`config.mk`:
```
export PLATFORM = sky130hd
export DESIGN_NAME = lpid_queue
export DESIGN_NICKNAME = d
export VERILOG_FILES = /design/src/rtl/core/lpid_pkg.sv /design/src/rtl/core/lpid_queue.sv
export SDC_FILE = /design/constraint.sdc
export NUM_CORES = 1
export LEC_CHECK = 0
export BUFFER_PORTS_ARGS = -buffer_cell sky130_fd_sc_hd__buf_2
export CAP_MARGIN = 0
export CELL_PAD_IN_SITES_DETAIL_PLACEMENT = 2
export CELL_PAD_IN_SITES_GLOBAL_PLACEMENT = 2
export CORE_MARGIN = 5
export CORE_UTILIZATION = 34
export DETAILED_ROUTE_END_ITERATION = 7
export PLACE_DENSITY = 0.72
export SYNTH_ARGS = -nofsm -noshare
export SYNTH_HDL_FRONTEND = slang
export SYNTH_SLANG_ARGS = --single-unit
```
`constraint.sdc`:
```
create_clock -name clk -period 2.4 [get_ports clk]
set_input_delay 0.6 -clock clk [delete_from_list [all_inputs] [get_ports clk]]
set_output_delay 0.6 -clock clk [all_outputs]
set_load 0.1 [all_outputs]
```
`src/rtl/core/lpid_pkg.sv`:
```
// ----------------------------------------------------------------------------
// lpid_pkg
// Shared types, constants and fixed-point helpers of the LU inverse block.
// ----------------------------------------------------------------------------
package lpid_pkg;

	localparam int N     = 4;
	localparam int LG    = $clog2(N);
	localparam int CELLS = N * N;
	localparam int CW    = $clog2(CELLS);
	localparam int IXW   = 2;

	localparam logic signed [31:0] ONE_Q = 32'sh0001_0000;
	localparam logic signed [31:0] MAXV  = 32'sh7fff_ffff;
	localparam logic signed [31:0] MINV  = 32'sh8000_0000;

	localparam logic [IXW-1:0] CFG_MODE = 2'd0;
	localparam logic [IXW-1:0] CFG_TOL  = 2'd1;

	typedef struct packed {
		logic signed [31:0] element_value;
		logic [3:0]         element_index;
		logic               last_element;
	} in_item_t;

	typedef struct packed {
		logic signed [31:0] result_value;
		logic [3:0]         result_index;
		logic               singular;
		logic               overflow;
		logic               last_result;
	} out_item_t;

	typedef struct packed {
		logic        mode;
		logic [30:0] tol;
	} job_t;

	typedef struct packed {
		logic empty;
		logic full;
	} qstat_t;

	typedef struct packed {
		logic signed [31:0] v;
		logic               ovf;
	} sat_t;

	typedef enum logic [4:0] {
		B_IDLE, B_CPR, B_CPW, B_PS, B_PSC, B_SWR, B_SW1, B_SW2, B_PIV, B_DM, B_DR,
		B_NXT, B_ER, B_ED, B_EW, B_MR, B_MM, B_MA, B_BR, B_BX, B_BD, B_BDS, B_BW,
		B_OR, B_OE
	} bst_t;

	typedef enum logic [1:0] {
		CTX_ELIM, CTX_FWD, CTX_BACK
	} ctx_t;

	function automatic logic [CW-1:0] cell_ix(input logic [LG-1:0] r, input logic [LG-1:0] c);
		return CW'(int'(r) * N + int'(c));
	endfunction

	function automatic logic [31:0] magn(input logic signed [31:0] v);
		return v[31] ? 32'(-v) : 32'(v);
	endfunction

	function automatic sat_t qround(input logic signed [63:0] p);
		logic signed [63:0] s;
		logic signed [47:0] r;
		sat_t o;
		s = p + 64'sd32768;
		r = s[63:16];
		if (r[47:31] != {17{r[47]}}) begin
			o.ovf = 1'b1;
			o.v   = r[47] ? MINV : MAXV;
		end else begin
			o.ovf = 1'b0;
			o.v   = r[31:0];
		end
		return o;
	endfunction

	function automatic sat_t qadd(input logic signed [31:0] a, input logic signed [31:0] b,
		input logic sub);
		logic signed [32:0] s;
		sat_t o;
		s = sub ? ({a[31], a} - {b[31], b}) : ({a[31], a} + {b[31], b});
		if (s[32] != s[31]) begin
			o.ovf = 1'b1;
			o.v   = s[32] ? MINV : MAXV;
		end else begin
			o.ovf = 1'b0;
			o.v   = s[31:0];
		end
		return o;
	endfunction

	function automatic sat_t qneg(input logic signed [31:0] a);
		logic signed [32:0] s;
		sat_t o;
		s = -{a[31], a};
		if (s[32] != s[31]) begin
			o.ovf = 1'b1;
			o.v   = s[32] ? MINV : MAXV;
		end else begin
			o.ovf = 1'b0;
			o.v   = s[31:0];
		end
		return o;
	endfunction

endpackage

```
`src/rtl/core/lpid_queue.sv`:
```
// ----------------------------------------------------------------------------
// lpid_queue
// Two-entry job queue between front and back.
// ----------------------------------------------------------------------------
module lpid_queue (
	input  logic             clk,
	input  logic             arst_n,
	input  logic             push,
	input  lpid_pkg::job_t   din,
	input  logic             pop,
	output lpid_pkg::job_t   dout,
	output lpid_pkg::qstat_t qstat
);
	import lpid_pkg::*;

	job_t       mem_q [2];
	logic       wp_q;
	logic       rp_q;
	logic [1:0] cnt_q;
	logic       do_push;
	logic       do_pop;

	assign qstat.empty = (cnt_q == 2'd0);
	assign qstat.full  = (cnt_q == 2'd2);
	assign do_push     = push && !qstat.full;
	assign do_pop      = pop && !qstat.empty;
	assign dout        = mem_q[rp_q];

	always_ff @(posedge clk or negedge arst_n) begin
		if (!arst_n) begin
			wp_q  <= 1'b0;
			rp_q  <= 1'b0;
			cnt_q <= 2'd0;
		end else begin
			if (do_push)
				wp_q <= !wp_q;
			if (do_pop)
				rp_q <= !rp_q;
			cnt_q <= cnt_q + 2'(do_push) - 2'(do_pop);
		end
	end

	always_ff @(posedge clk) begin
		if (do_push)
			mem_q[wp_q] <= din;
	end

endmodule

```
After elaboration in Yosys (flattened, before gate mapping) --
Memories as Yosys holds them, arrays and structs flattened. Cells that the tools add are included.
Word-level totals: flip-flop bits (word level) 4, bits in writable memories 64, input bits 36, output and inout bits 34, logic and storage cells 16, memories kept 1
Memories:
- mem_q | words 2, width 32, rd ports 1, clocked after memory_dff 0, wr ports 1, RTL line lpid_queue.sv:16 | job_t mem_q [2];
Cells by class: $add $sub $neg 2, equality and inequality tests 1, multiplexer cells 2, reductions and logical operators 7
Operators with widths (count):
- 1-bit logical NOT | 4
- 2-bit by 1-bit adder with 2-bit output | 1
- 2-bit == test (second input constant) | 1
- 1-bit logical AND | 2
- 2-bit logical NOT | 1
- 1-bit two-way mux | 2
- 2-bit by 1-bit subtractor with 2-bit output | 1

Longest topological paths before layout --
depth in word-level cells 5, gate-level depth with buffers 7, depth with buffers taken out 7

Least setup slack after synthesis --
No wires, ideal clock.
path kind reg-to-reg, start reg cnt_q[1], end reg cnt_q[1], library setup time 0.123 ns, data arrival time 2.612 ns, slack -0.335 ns, stages on the path, launching flop included 8, buffers on the path 0, period minus slack after synthesis 2.735 ns, path through dfrtp_1 > nor2_1 > nor2b_2 > ha_1 > inv_1 > ha_1 > xnor2_1 > xnor2_1
RTL lines:
- from (decl) | RTL line lpid_queue.sv:19 | logic [1:0] cnt_q;
- from (signal assigned) | RTL line lpid_queue.sv:39 | cnt_q <= cnt_q + 2'(do_push) - 2'(do_pop);

==> impl_metrics.tcl <==
set metrics [dict create \
    run_status "completed" \
    path_class "flip-flop to output port" \
    htreeDepth 3 \
    wire_per_inst_um 18.1 \
    cts-resized-gates 0 \
    die-height_um 98.5 \
    grt_max_degree 21 \
    ys_seq_elements 68 \
    finalSetupViolations 0 \
    drt_first_pass_iters 3 \
    rsz0062_at_grt "false" \
    n_antenna_cell 0 \
    final_core_util 0.431 \
    yosysSeqAreaShare 0.759 \
    synthCells 118 \
    fill_cells 765 \
    die-area_um2 9700 \
    drt_iter0_drc 35 \
    hpwl_mm 3.96 \
    syn-cell-area_um2 2660 \
    worst_pin_slew_ns 0.502 \
    ys_types 15 \
    die_w_um 98.5 \
    grt_overflow 0 \
    clk_pin_slew_ns 0.07 \
    maxCapViolations 0 \
    fin_nets 237 \
    io_pins 70 \
    clk_latency_ns 0.33 \
    layout_min_cycle_time_ns 2.30 \
    slew_viol_final 0 \
    final_cells 306 \
    grt_pass1_wl_mm 8.65 \
    numPortBuffers 69 \
    initial_core_util 0.346 \
    post-route-period-util 0.958 \
    grt_pass1_vias 1552 \
    hold_class "primary input to asynchronous set/reset pin" \
    fin_tns_setup_ns 0 \
    slew_headroom 0.667 \
    crit_path_max_fanout 20 \
    postCtsSetupBuffers 0 \
    viasPerCell 4.33 \
    required_ns 1.80 \
    antenna_left 0 \
    place_inst 290 \
    std_cell_rows 32 \
    hold_violations 0 \
    fin_area_um2 3310 \
    area_growth_pct 24.3 \
    antenna_found_initial 0 \
    arrival_ns 1.70 \
    avgSynthCellArea_um2 22.6 \
    ys_top_cells_by_area "edfxtp_1 72%, mux2_4 16%, dfrtp_1 3.8%" \
    wirelength_mm 5.54 \
    gp_congestion 0.649 \
    grt_usage 0.120 \
    num_vias 1325 \
    clock_sinks 68 \
    clockRootBuffer "clkbuf_8" \
    synthesis.nets 156 \
    placed_area_um2 3130 \
    core_um2 7690 \
    synth_top_area_frac 0.722 \
    numCtsBuffers 9 \
    synth_top_area_cell "edfxtp_1" \
    hold_buffers 0 \
    crit_path_end_kind "output port" \
    synth_warnings 0 \
    cts_max_path_buffers 2 \
    fin_skew_ns 0.00565 \
    timing.fmax_mhz 435 \
    cp-start-kind "flip-flop" \
    drc 0 \
    layout-drive-gt1-share 0.613 \
    cts_tree "built" \
]
==> synthesized netlist by cell type <==
cell / count
edfxtp_1: 64
mux2_4: 29
dfrtp_1: 4
buf_12: 3
mux2_2: 3
xnor2_1: 3
ha_1: 2
inv_1: 2
nor2_1: 2
and3_1: 1
buf_6: 1
nand2_1: 1
nand2b_1: 1
nor2b_2: 1
xor2_1: 1
==> critical path, stage by stage (launching register included) <==
cell and delay, ns:
dfrtp_2 0.36, buf_4 0.36, mux2_4 0.23, buf_2 0.42
==> sequential cells by signal, indices dropped and copies added, names as in the netlist <==
signal,count
wp_q,1
cnt_q,2
mem_q,64
rp_q,1
==> cell type report <==
class | count | area (um^2) | share of cell area
sequential | 68 | 2020 | 0.611
timing repair buffer | 74 | 395 | 0.119
clock inverter | 5 | 52.6 | 0.0159
tap | 102 | 128 | 0.0385
inverter | 2 | 7.51 | 0.00227
clock buffer | 11 | 131 | 0.0397
multi-input combinational | 44 | 573 | 0.173
==> stage by stage <==
step	setup WS (ns)	hold slack, ns
global route	0.00469	0.0530
global placement	0.435	0.416
CTS	0.0549	0.0560
detailed placement	0.430	0.421
floorplan	0.169	0.304
finish	0.102	0.0762
==> logic make-up (layout without fill, tap and decap cells) <==
group	Yosys count	in the layout	share of synthesized area
DFF	68	68	0.759
muxes	32	32	0.176
and+or+nand+nor	6	6	0.0122
buffers and inverters	6	92	0.0296
xor gates and xnor gates	4	4	0.0132
adders and majority gates	2	2	0.00940
==> metal layers <==
metal | track usage | routed length (um)
met1 | 0.149 | 2420
met2 | 0.189 | 2670
met3 | 0.0495 | 396
met4 | 0.0441 | 55
met5 | 0 | 0
==> layout by cell type (no fill, tap or decap) <==
| cell type | instances |
|---|---|
| buf_2 | 69 |
| edfxtp_1 | 64 |
| mux2_4 | 29 |
| clkbuf_8 | 9 |
| buf_4 | 4 |
| mux2_2 | 3 |
| xnor2_1 | 3 |
| clkinv_2 | 3 |
| dfrtp_1 | 3 |
| inv_1 | 2 |
| ha_1 | 2 |
| clkbuf_1 | 2 |
| nand2b_1 | 1 |
| nand2_1 | 1 |
| nor2_4 | 1 |
| and3_2 | 1 |
| nor2_2 | 1 |
| nor2b_2 | 1 |
| xor2_1 | 1 |
| clkinvlp_4 | 1 |
| bufinv_16 | 1 |
| buf_12 | 1 |
| dfrtp_2 | 1 |
==> final timing paths <==
| kind | startpoint | end | slack (ns) | depth (start not counted) |
|---|---|---|---|---|
| min | arst_n | rp_q | 0.08 | 1 |
| max in group asynchronous | arst_n | rp_q | 2.18 | 1 |
| min in group clk | din[15] | mem_q[0][15] | 0.46 | 1 |
| min reg2reg | cnt_q[1] | cnt_q[1] | 0.54 | 1 |
| max | rp_q | dout[15] | 0.10 | 3 |
| max reg2reg | cnt_q[0] | cnt_q[1] | 0.80 | 7 |
Power is not shown: default switching activity piles up to over one toggle a cycle in this logic, so the estimate is an artifact.
