## src/rtl/core/lpid_pkg.sv

```systemverilog
// ----------------------------------------------------------------------------
// lpid_pkg
// Shared types, constants and fixed-point helpers of the LU inverse block.
// ----------------------------------------------------------------------------
package lpid_pkg;

	localparam int N     = 4;
	localparam int LG    = $clog2(N);
	localparam int CELLS = N * N;
	localparam int CW    = $clog2(CELLS);
	localparam int IXW   = 2;

	localparam logic signed [31:0] ONE_Q = 32'sh0001_0000;
	localparam logic signed [31:0] MAXV  = 32'sh7fff_ffff;
	localparam logic signed [31:0] MINV  = 32'sh8000_0000;

	localparam logic [IXW-1:0] CFG_MODE = 2'd0;
	localparam logic [IXW-1:0] CFG_TOL  = 2'd1;

	typedef struct packed {
		logic signed [31:0] element_value;
		logic [3:0]         element_index;
		logic               last_element;
	} in_item_t;

	typedef struct packed {
		logic signed [31:0] result_value;
		logic [3:0]         result_index;
		logic               singular;
		logic               overflow;
		logic               last_result;
	} out_item_t;

	typedef struct packed {
		logic        mode;
		logic [30:0] tol;
	} job_t;

	typedef struct packed {
		logic empty;
		logic full;
	} qstat_t;

	typedef struct packed {
		logic signed [31:0] v;
		logic               ovf;
	} sat_t;

	typedef enum logic [4:0] {
		B_IDLE, B_CPR, B_CPW, B_PS, B_PSC, B_SWR, B_SW1, B_SW2, B_PIV, B_DM, B_DR,
		B_NXT, B_ER, B_ED, B_EW, B_MR, B_MM, B_MA, B_BR, B_BX, B_BD, B_BDS, B_BW,
		B_OR, B_OE
	} bst_t;

	typedef enum logic [1:0] {
		CTX_ELIM, CTX_FWD, CTX_BACK
	} ctx_t;

	function automatic logic [CW-1:0] cell_ix(input logic [LG-1:0] r, input logic [LG-1:0] c);
		return CW'(int'(r) * N + int'(c));
	endfunction

	function automatic logic [31:0] magn(input logic signed [31:0] v);
		return v[31] ? 32'(-v) : 32'(v);
	endfunction

	function automatic sat_t qround(input logic signed [63:0] p);
		logic signed [63:0] s;
		logic signed [47:0] r;
		sat_t o;
		s = p + 64'sd32768;
		r = s[63:16];
		if (r[47:31] != {17{r[47]}}) begin
			o.ovf = 1'b1;
			o.v   = r[47] ? MINV : MAXV;
		end else begin
			o.ovf = 1'b0;
			o.v   = r[31:0];
		end
		return o;
	endfunction

	function automatic sat_t qadd(input logic signed [31:0] a, input logic signed [31:0] b,
		input logic sub);
		logic signed [32:0] s;
		sat_t o;
		s = sub ? ({a[31], a} - {b[31], b}) : ({a[31], a} + {b[31], b});
		if (s[32] != s[31]) begin
			o.ovf = 1'b1;
			o.v   = s[32] ? MINV : MAXV;
		end else begin
			o.ovf = 1'b0;
			o.v   = s[31:0];
		end
		return o;
	endfunction

	function automatic sat_t qneg(input logic signed [31:0] a);
		logic signed [32:0] s;
		sat_t o;
		s = -{a[31], a};
		if (s[32] != s[31]) begin
			o.ovf = 1'b1;
			o.v   = s[32] ? MINV : MAXV;
		end else begin
			o.ovf = 1'b0;
			o.v   = s[31:0];
		end
		return o;
	endfunction

endpackage

```

## src/rtl/core/lpid_front.sv

```systemverilog
// ----------------------------------------------------------------------------
// lpid_front
// Accepts items into the matrix store, holds configuration, queues jobs.
// ----------------------------------------------------------------------------
module lpid_front (
	input  logic                  clk,
	input  logic                  arst_n,
	input  logic                  start,
	input  lpid_pkg::in_item_t    item,
	output logic                  busy,
	input  logic                  cfg_valid,
	input  logic [1:0]            cfg_index,
	input  logic [31:0]           cfg_data,
	input  logic                  back_busy,
	input  lpid_pkg::qstat_t      qstat,
	output logic                  push,
	output lpid_pkg::job_t        job,
	input  logic [3:0]            ms_addr,
	output logic [31:0]           ms_rdata
);
	import lpid_pkg::*;

	logic        mode_q;
	logic [30:0] tol_q;
	logic [31:0] ms_mem [CELLS];
	logic        accept;

	assign busy   = !qstat.empty || back_busy;
	assign accept = start && !busy;
	assign push   = accept && item.last_element;
	assign job    = '{mode: mode_q, tol: tol_q};

	always_ff @(posedge clk or negedge arst_n) begin
		if (!arst_n) begin
			mode_q <= 1'b0;
			tol_q  <= 31'd1;
		end else if (cfg_valid) begin
			case (cfg_index)
				CFG_MODE: mode_q <= cfg_data[0];
				CFG_TOL:  tol_q  <= cfg_data[30:0];
				default: ;
			endcase
		end
	end

	always_ff @(posedge clk) begin
		if (accept && (32'(item.element_index) < CELLS))
			ms_mem[item.element_index[CW-1:0]] <= item.element_value;
		ms_rdata <= ms_mem[ms_addr[CW-1:0]];
	end

endmodule

```

## config.mk

```make
export PLATFORM = sky130hd
export DESIGN_NAME = lpid_front
export DESIGN_NICKNAME = d
export VERILOG_FILES = /design/src/rtl/core/lpid_pkg.sv /design/src/rtl/core/lpid_front.sv
export SDC_FILE = /design/constraint.sdc
export NUM_CORES = 1
export LEC_CHECK = 0
export BUFFER_PORTS_ARGS = -buffer_cell sky130_fd_sc_hd__buf_2
export CAP_MARGIN = 10
export CORE_MARGIN = 2
export CORE_UTILIZATION = 30
export CTS_CLUSTER_SIZE = 24
export DETAILED_ROUTE_END_ITERATION = 8
export GPL_TIMING_DRIVEN = 0
export SKIP_LAST_GASP = 1
export SLEW_MARGIN = 40
export SYNTH_ARGS = -nofsm -noshare
export SYNTH_HDL_FRONTEND = slang
export SYNTH_SLANG_ARGS = --single-unit
```

## constraint.sdc

```tcl
create_clock -name clk -period 3.5 [get_ports clk]
set_input_delay 0.525 -clock clk [delete_from_list [all_inputs] [get_ports clk]]
set_output_delay 0.525 -clock clk [all_outputs]
set_load 0.01 [all_outputs]
```

**Word level (Yosys, flattened, before mapping)**

Memories as Yosys holds them, arrays and structs flattened. A register that Yosys moved wholly into a read port is not among the register bits.
Cells that the tools add are included.

- Equal/unequal tests: 1
- Multiplexer cells: 2
- Reductions and logical operators: 8

Operators by type and width:

| cell | number |
|---|---|
| $reduce_and A2 Y1 | 2 |
| $eq A2 B1 Y1 const B | 1 |
| $logic_and A1 B1 Y1 | 2 |
| $logic_not A1 Y1 | 2 |
| $logic_not A2 Y1 | 1 |
| $mux W1 | 2 |
| $logic_or A1 B1 Y1 | 1 |

- Flip-flop bits (word level): 32
- RAM bits: 512
- Input bits: 82
- Output and inout bits: 66
- Memories: 1

Memory list:

| name | words | bits a word | rd ports | clocked after Yosys merged registers in | write ports | RTL line | text |
|---|---|---|---|---|---|---|---|
| ms_mem | 16 | 32 | 1 | 1 | 1 | lpid_front.sv:25 | `logic [31:0] ms_mem [CELLS];` |

**Depth between registers and ports, before layout**

Gate-level depths: netlist (run 1).

- Depth in word-level cells: 6
- Gate-level depth with buffers: 5
- Depth with buffers taken out: 3

**Least setup slack after synthesis (run 1)**

No wires, ideal clock.

- Path type: in2reg
- Start point: input port back_busy
- End point: memory ms_mem[0][0] (enable)
- Library setup time: 0.461 ns
- Data arrival time: 3.488 ns
- Data required time: 3.039 ns
- Path slack: -0.449 ns
- Stages: 3
- Path buffers: 0
- Path through: and3b_1 or3b_2 nor3_1

- Longest elaborated chain between the ends: 5

RTL lines:

| item | RTL line | text |
|---|---|---|
| from (decl) | lpid_front.sv:14 | `input logic back_busy,` |
| $logic_or A1 B1 Y1 | lpid_front.sv:28 | `assign busy = !qstat.empty \|\| back_busy;` |
| $logic_not A1 Y1 | lpid_front.sv:29 | `assign accept = start && !busy;` |
| $logic_and A1 B1 Y1 | lpid_front.sv:29 |  |
| $mux W1 | lpid_front.sv:47 | `if (accept && (32'(item.element_index) < CELLS))` |
| $mux W1 (not written as such) | lpid_front.sv:48 | `ms_mem[item.element_index[CW-1:0]] <= item.element_value;` |
| to (decl) | lpid_front.sv:25 |  |

No other way between the ends.

**Final worst setup path (run 1)**

- Start point: input port back_busy
- End point: memory ms_mem[8][24] (enable)

The elaborated chain is that of the path after synthesis.

==> summary.txt, run 1 <==
status = finished clean
PD cells = 571.3 nW/um2
GRT Util Overall = 13.22%
largest net degree at the start of global routing = 33
HP Class = in2reg
synthesis-stage register bit count = 576
critical path type = in2reg
period utilization = 59.48%
CTS Sinks = 576
pin slew with the least headroom to its limit = 0.8542 ns
area share of the largest cell type after synthesis = 73.03%
max frequency = 480.4 MHz
Synth area leader = edfxtp_1
Starting Density = 30.17%
first-pass GRT wire length = 69.48 mm
Psw = 3.164 mW
via count = 10.11k
Die X = 268.9 um
Pint = 11.60 mW
most common cell after layout, fill and taps aside = edfxtp_1
WP data arrival = 2.39 ns
Worst Setup End Kind = flip-flop
worst-skew pair later-pin latency = 0.61 ns
Syn Area/Cell = 23.11 um2
Max-slew headroom = 43.05%
RSZ-0062 raised after global routing = false
Avg WL per Cell = 22.19 um
Worst EP required = 3.81 ns
Tmin final = 2.082 ns
port buffer count = 143
row count = 97
routed wire length = 47.73 mm
Core Region = 69,790 um2
top cells by area, synth = edfxtp_1, mux4_2, dfrtp_1
clock slew at reported path FFs = 0.06 ns
Clock power frac = 42.3%
Detail Route Antenna Nets = 0
DRC errors left = 0
Comb power frac = 5.6%
DR iter-0 viols = 955
DR vias/cell = 4.702
total gr overflow = 0
die height = 268.9 um
TritonCTS clock tree = yes
Seq pwr share = 52.0%
nets@finish = 1,239
max cap viols = 0
H-Tree Depth = 2
Synth cell types = 22
Min Hold Slack = 0.1404 ns
DIE AREA = 72,310 um2
CTS root buf = clkbuf_16
setup TNS = 0 ns
Setup crit start kind = primary input
Post-DP HPWL = 31.77 mm
Post-CTS Repair Setup Buffers = 0
Pleak = 8.541 nW
Seq/Total Area, Yosys = 79.88%
most frequent cells in the layout = edfxtp_1, buf_2, mux4_2, a22oi_1, clkbuf_16
final hold vios = 0
syn_nets = 993
Gate Count Post-Synth = 911
Final setup viols = 0
VDD IR max = 0.3515 mV
TritonRoute pass-1 iters = 5
RD Place Congestion = 0.6790
Place WS = 0.7445 ns
clk_skew = 0.01735 ns
Layout area overhead = 22.76%
Ports = 148
CP max FO = 12
antenna violations before repair = 12
sw frac = 21.43%
vias in the first global route = 10.62k
final worst slack = 1.418 ns
synth warn = 0
Max clock buf depth = 3
synthesized cell area = 21,050 um2
Pins Over Slew Limit = 0
fraction of layout cells with a size suffix above 1 = 39.65%
CTS Buf Count = 60
==> cells by family after synthesis <==
| family | count (synthesis) | synth area share, % |
|---|---|---|
| flip-flops | 576 | 79.88 |
| buffers and inverters | 47 | 1.058 |
| AO/OA/AOI/OAI | 64 | 2.282 |
| AND/OR/NAND/NOR | 64 | 1.373 |
| multiplexers | 160 | 15.40 |
==> state kept, by name, indices dropped and copies added (netlist names) <==
register	cells
ms_mem	512
ms_rdata	32
tol_q	31
mode_q	1
==> per-layer routing <==
layer / track usage [%] / wire [um] / vias to the layer above / part of all wire, %
met5: 0 / 106 / - / 0.22
li1: - / - / 4335 / -
met4: 3.108 / 842 / 18 / 1.8
met3: 3.826 / 3869 / 88 / 8.1
met2: 21.22 / 22900 / 356 / 48
met1: 17.79 / 20010 / 5317 / 42
==> cells in the mapped netlist <==
library cell and instances:
nand3_1 1, dfxtp_1 32, and2_1 2, nand2b_1 3, nor2_1 13, a22oi_1 64
nand3b_1 3, dfstp_2 1, mux4_2 128, nor2b_1 2, edfxtp_1 512, buf_2 7
dfrtp_1 31, nor3_1 4, nor3b_1 1, mux2_2 32, buf_1 13, and3b_1 1
buf_4 10, nand2_1 33, or3b_2 1, clkbuf_1 17
==> cell type report <==
type | instances | area [um2]
fill | 6335 | 43940
sequential | 576 | 16820
multi-input combinational | 288 | 4148
clock buffer | 86 | 1742
timing repair buffer | 184 | 1506
tap | 940 | 1176
buffer | 47 | 230.2
clock inverter | 27 | 217.7
antenna | 3 | 7.507
==> path summary, 6_finish.rpt <==
kind	startpoint	end	slack [ns]	depth (start not counted)
max	back_busy	ms_mem[8][24]	1.42	6
min	cfg_data[30]	tol_q[30]	0.14	2
max reg2reg	ms_mem[9][17]	ms_rdata[17]	2.03	3
min reg2reg	tol_q[25]	tol_q[25]	0.50	1
max in group asynchronous	arst_n	tol_q[24]	2.50	2
min in group asynchronous	arst_n	tol_q[7]	0.53	2
==> power groups by stage <==
stage               registers [mW]  logic (mW)  clock network [mW]
global route                  7.70       0.903                6.67
detailed placement            7.83       0.845                   0
floorplan                     7.89       0.374                   0
finish                        7.68       0.828                6.25
global placement              7.83       0.805                   0
CTS                           7.69       0.847                6.41
==> worst max-delay path, cell delays in order <==
cell and delay, ns:
buf_2 0.10, and3b_1 0.30, or3b_2 0.61, nor2_4 0.44, buf_16 0.22, buf_16 0.17
==> stage by stage <==
| stage | power [mW] | area, um2 | utilization (%) | instances |
|---|---|---|---|---|
| floorplan | 8.259 | 21070 | - | 911 |
| global placement | 8.632 | 22960 | 32.91 | 1994 |
| detailed placement | 8.675 | 23860 | 34.19 | 2034 |
| CTS | 14.95 | 25830 | 37.01 | 2148 |
| global route | 15.28 | 25840 | 37.03 | 2149 |
| finish | 14.77 | 25840 | 37.03 | 2151 |
==> timing repair <==
item / 4_1_cts / 5_1_grt
hold endpoints to repair: 31 / 0
resized for setup: 0 / 0
hold buffers: 1 / 0
Note: power is estimated with default switching activity, not from simulation.
==> inputs of run 2 (changes only) <==
clock period = 2.1 ns   (was 3.5 ns; I/O delays follow)
==> summary.txt, run 2 (synthesis results as in run 1) <==
CP bufs+invs = 3 (unchanged)
placed cell count = 2,035 (was 2,034)
CP max FO = 9 (was 12)
first-pass GRT wire length = 71.12 mm (was 69.48 mm)
clock slew at reported path FFs = 0.06 ns (about the same)
Max-slew headroom = 39.25% (was 43.05%)
PD cells = 940.8 nW/um2 (was 571.3 nW/um2)
RD Place Congestion = 0.7014 (was 0.6790)
max frequency = 531.1 MHz
Core Region = 69,790 um2 (unchanged)
RSZ-0062 raised after global routing = false (unchanged)
max cap viols = 0 (unchanged)
Avg WL per Cell = 22.27 um (was 22.19 um)
port buffer count = 143 (unchanged)
DR vias/cell = 4.714 (was 4.702)
DIE AREA = 72,310 um2 (unchanged)
Die X = 268.9 um (unchanged)
fraction of layout cells with a size suffix above 1 = 38.21% (was 39.65%)
worst-skew pair later-pin latency = 0.64 ns (was 0.61 ns)
clk_skew = 0.03731 ns (was 0.01735 ns)
Min Hold Slack = 0.05595 ns (was 0.1404 ns)
final hold vios = 0 (unchanged)
Worst Setup End Kind = flip-flop (unchanged)
max FFs per register = 512 (unchanged)
pin slew with the least headroom to its limit = 0.9112 ns (was 0.8542 ns)
final core utilization = 37.41% (was 37.03%)
final worst slack = 0.2170 ns (was 1.418 ns)
RR Endpoint = ms_rdata[18] (was ms_rdata[17])
Worst Hold Path Cells = 1 (was 2)
Tmin final = 1.883 ns
Ports = 148 (unchanged)
Pins Over Slew Limit = 0 (unchanged)
GRT Util Overall = 13.52% (was 13.22%)
vias in the first global route = 10.68k (was 10.62k)
DRC errors left = 0 (unchanged)
cell family with most CP delay = simple AND/OR/NAND/NOR gates (unchanged)
CTS Sinks = 576 (unchanged)
post-cts sizing count = 0 (unchanged)
cts hold-fix bufs = 32 (was 1)
Detail Route Antenna Nets = 0 (unchanged)
total gr overflow = 0 (unchanged)
Starting Density = 30.17% (unchanged)
CTS root buf = clkbuf_16 (unchanged)
routed wire length = 48.53 mm (was 47.73 mm)
VDD IR max = 0.5747 mV (was 0.3515 mV)
Layout area overhead = 24.00% (was 22.76%)
TritonRoute pass-1 iters = 7 (was 5)
critical path type = in2reg (unchanged)
Final setup viols = 0 (unchanged)
die height = 268.9 um (unchanged)
CTS Buf Count = 61 (was 60)
via count = 10.27k (was 10.11k)
Pleak = 8.652 nW (was 8.541 nW)
DR iter-0 viols = 1,007 (was 955)
largest net degree at the start of global routing = 33 (unchanged)
HP Class = in2reg (unchanged)
Post-DP HPWL = 32.13 mm (was 31.77 mm)
nets@finish = 1,272 (was 1,239)
CP cell instances = buf_2, and3b_2, nand3b_1, nor3_4, buf_8, buf_4 (was buf_2, and3b_1, or3b_2, nor2_4, buf_16, buf_16)
Worst Min Path Start = item[5] (was cfg_data[30])
row count = 97 (unchanged)
TritonCTS clock tree = yes (unchanged)
Worst EP required = 2.41 ns (was 3.81 ns)
antenna violations before repair = 9 (was 12)
critical path endpoint = ms_mem[2][22] (was ms_mem[8][24])
H-Tree Depth = 2 (unchanged)
status = finished clean (unchanged)
r2r setup slk = 0.64 ns (was 2.03 ns)
crit path from = back_busy (unchanged)
Reg2Reg Depth = 3 (unchanged)
Place WS = -0.3905 ns (was 0.7445 ns)
Post-CTS Repair Setup Buffers = 0 (unchanged)
Slowest Stage Delay on Critical Path = 0.69 ns (was 0.61 ns)
Setup crit start kind = primary input (unchanged)
WP depth = 6 (unchanged)
total power = 24.56 mW (was 14.77 mW)
slowest CP cell = nor3_4 (was or3b_2)
WP data arrival = 2.19 ns (was 2.39 ns)
Critical R2R Launch = ms_mem[15][18] (was ms_mem[9][17])
Max clock buf depth = 3 (unchanged)
most common cell after layout, fill and taps aside = edfxtp_1 (unchanged)
period utilization = 89.67%
fin cells = 2,179 (was 2,151)
most frequent cells in the layout = edfxtp_1, buf_2, mux4_2, a22oi_1, clkbuf_16 (unchanged)
run 2: cell types whose count changed in the layout (fill, tap and decap cells not counted), moves of 3 or more:
cell / previous run / this run
clkbuf_8: 10 / 7
clkbuf_1: 29 / 32
buf_6: 12 / 4
buf_8: 10 / 17
dlygate4sd3_1: 1 / 32
buf_4: 10 / 14
run 2: final cells by class:
| cell class | count | area (um2) |
|---|---|---|
| buffer | 47 | 229.0 |
| antenna | 1 | 2.502 |
| sequential | 576 | 16820 |
| tap | 940 | 1176 |
| multi-input combinational | 288 | 4151 |
| clock inverter | 25 | 211.5 |
| timing repair buffer | 216 | 1807 |
| fill | 6267 | 43680 |
| clock buffer | 86 | 1712 |
run 2: worst min-delay path by stage:
stage,slack [ns],to
6_report,0.06,ms_mem[14][0]
5_1_grt,0.03,ms_mem[1][14]
4_1_cts,0.009,ms_mem[1][14]
3_5_place_dp,0.42,tol_q[5]
3_3_place_gp,0.40,tol_q[5]
2_1_floorplan,0.02,mode_q
run 2: metrics by stage:
step                      TNS, ns  cell area [um2]
after global routing            0            26110
after floorplan           -164.47            21100
after global placement    -950.52            22990
after detailed placement   -41.62            23860
after CTS                       0            26100
final                           0            26110
run 2: layer usage:
| metal | wire length, um | up-vias | track usage (%) | part of all wire, % |
|---|---|---|---|---|
| li1 | - | 4387 | - | - |
| met3 | 3492 | 78 | 3.580 | 7.2 |
| met2 | 23320 | 320 | 21.59 | 48 |
| met4 | 754 | 12 | 2.943 | 1.6 |
| met5 | 76 | - | 0 | 0.16 |
| met1 | 20880 | 5475 | 18.58 | 43 |
run 2: report_power, final:
| part | switching (mW) | internal (mW) |
|---|---|---|
| logic | 0.796 | 0.637 |
| clock network | 4.40 | 5.91 |
| registers | 0.0882 | 12.7 |
| total | 5.28 | 19.3 |
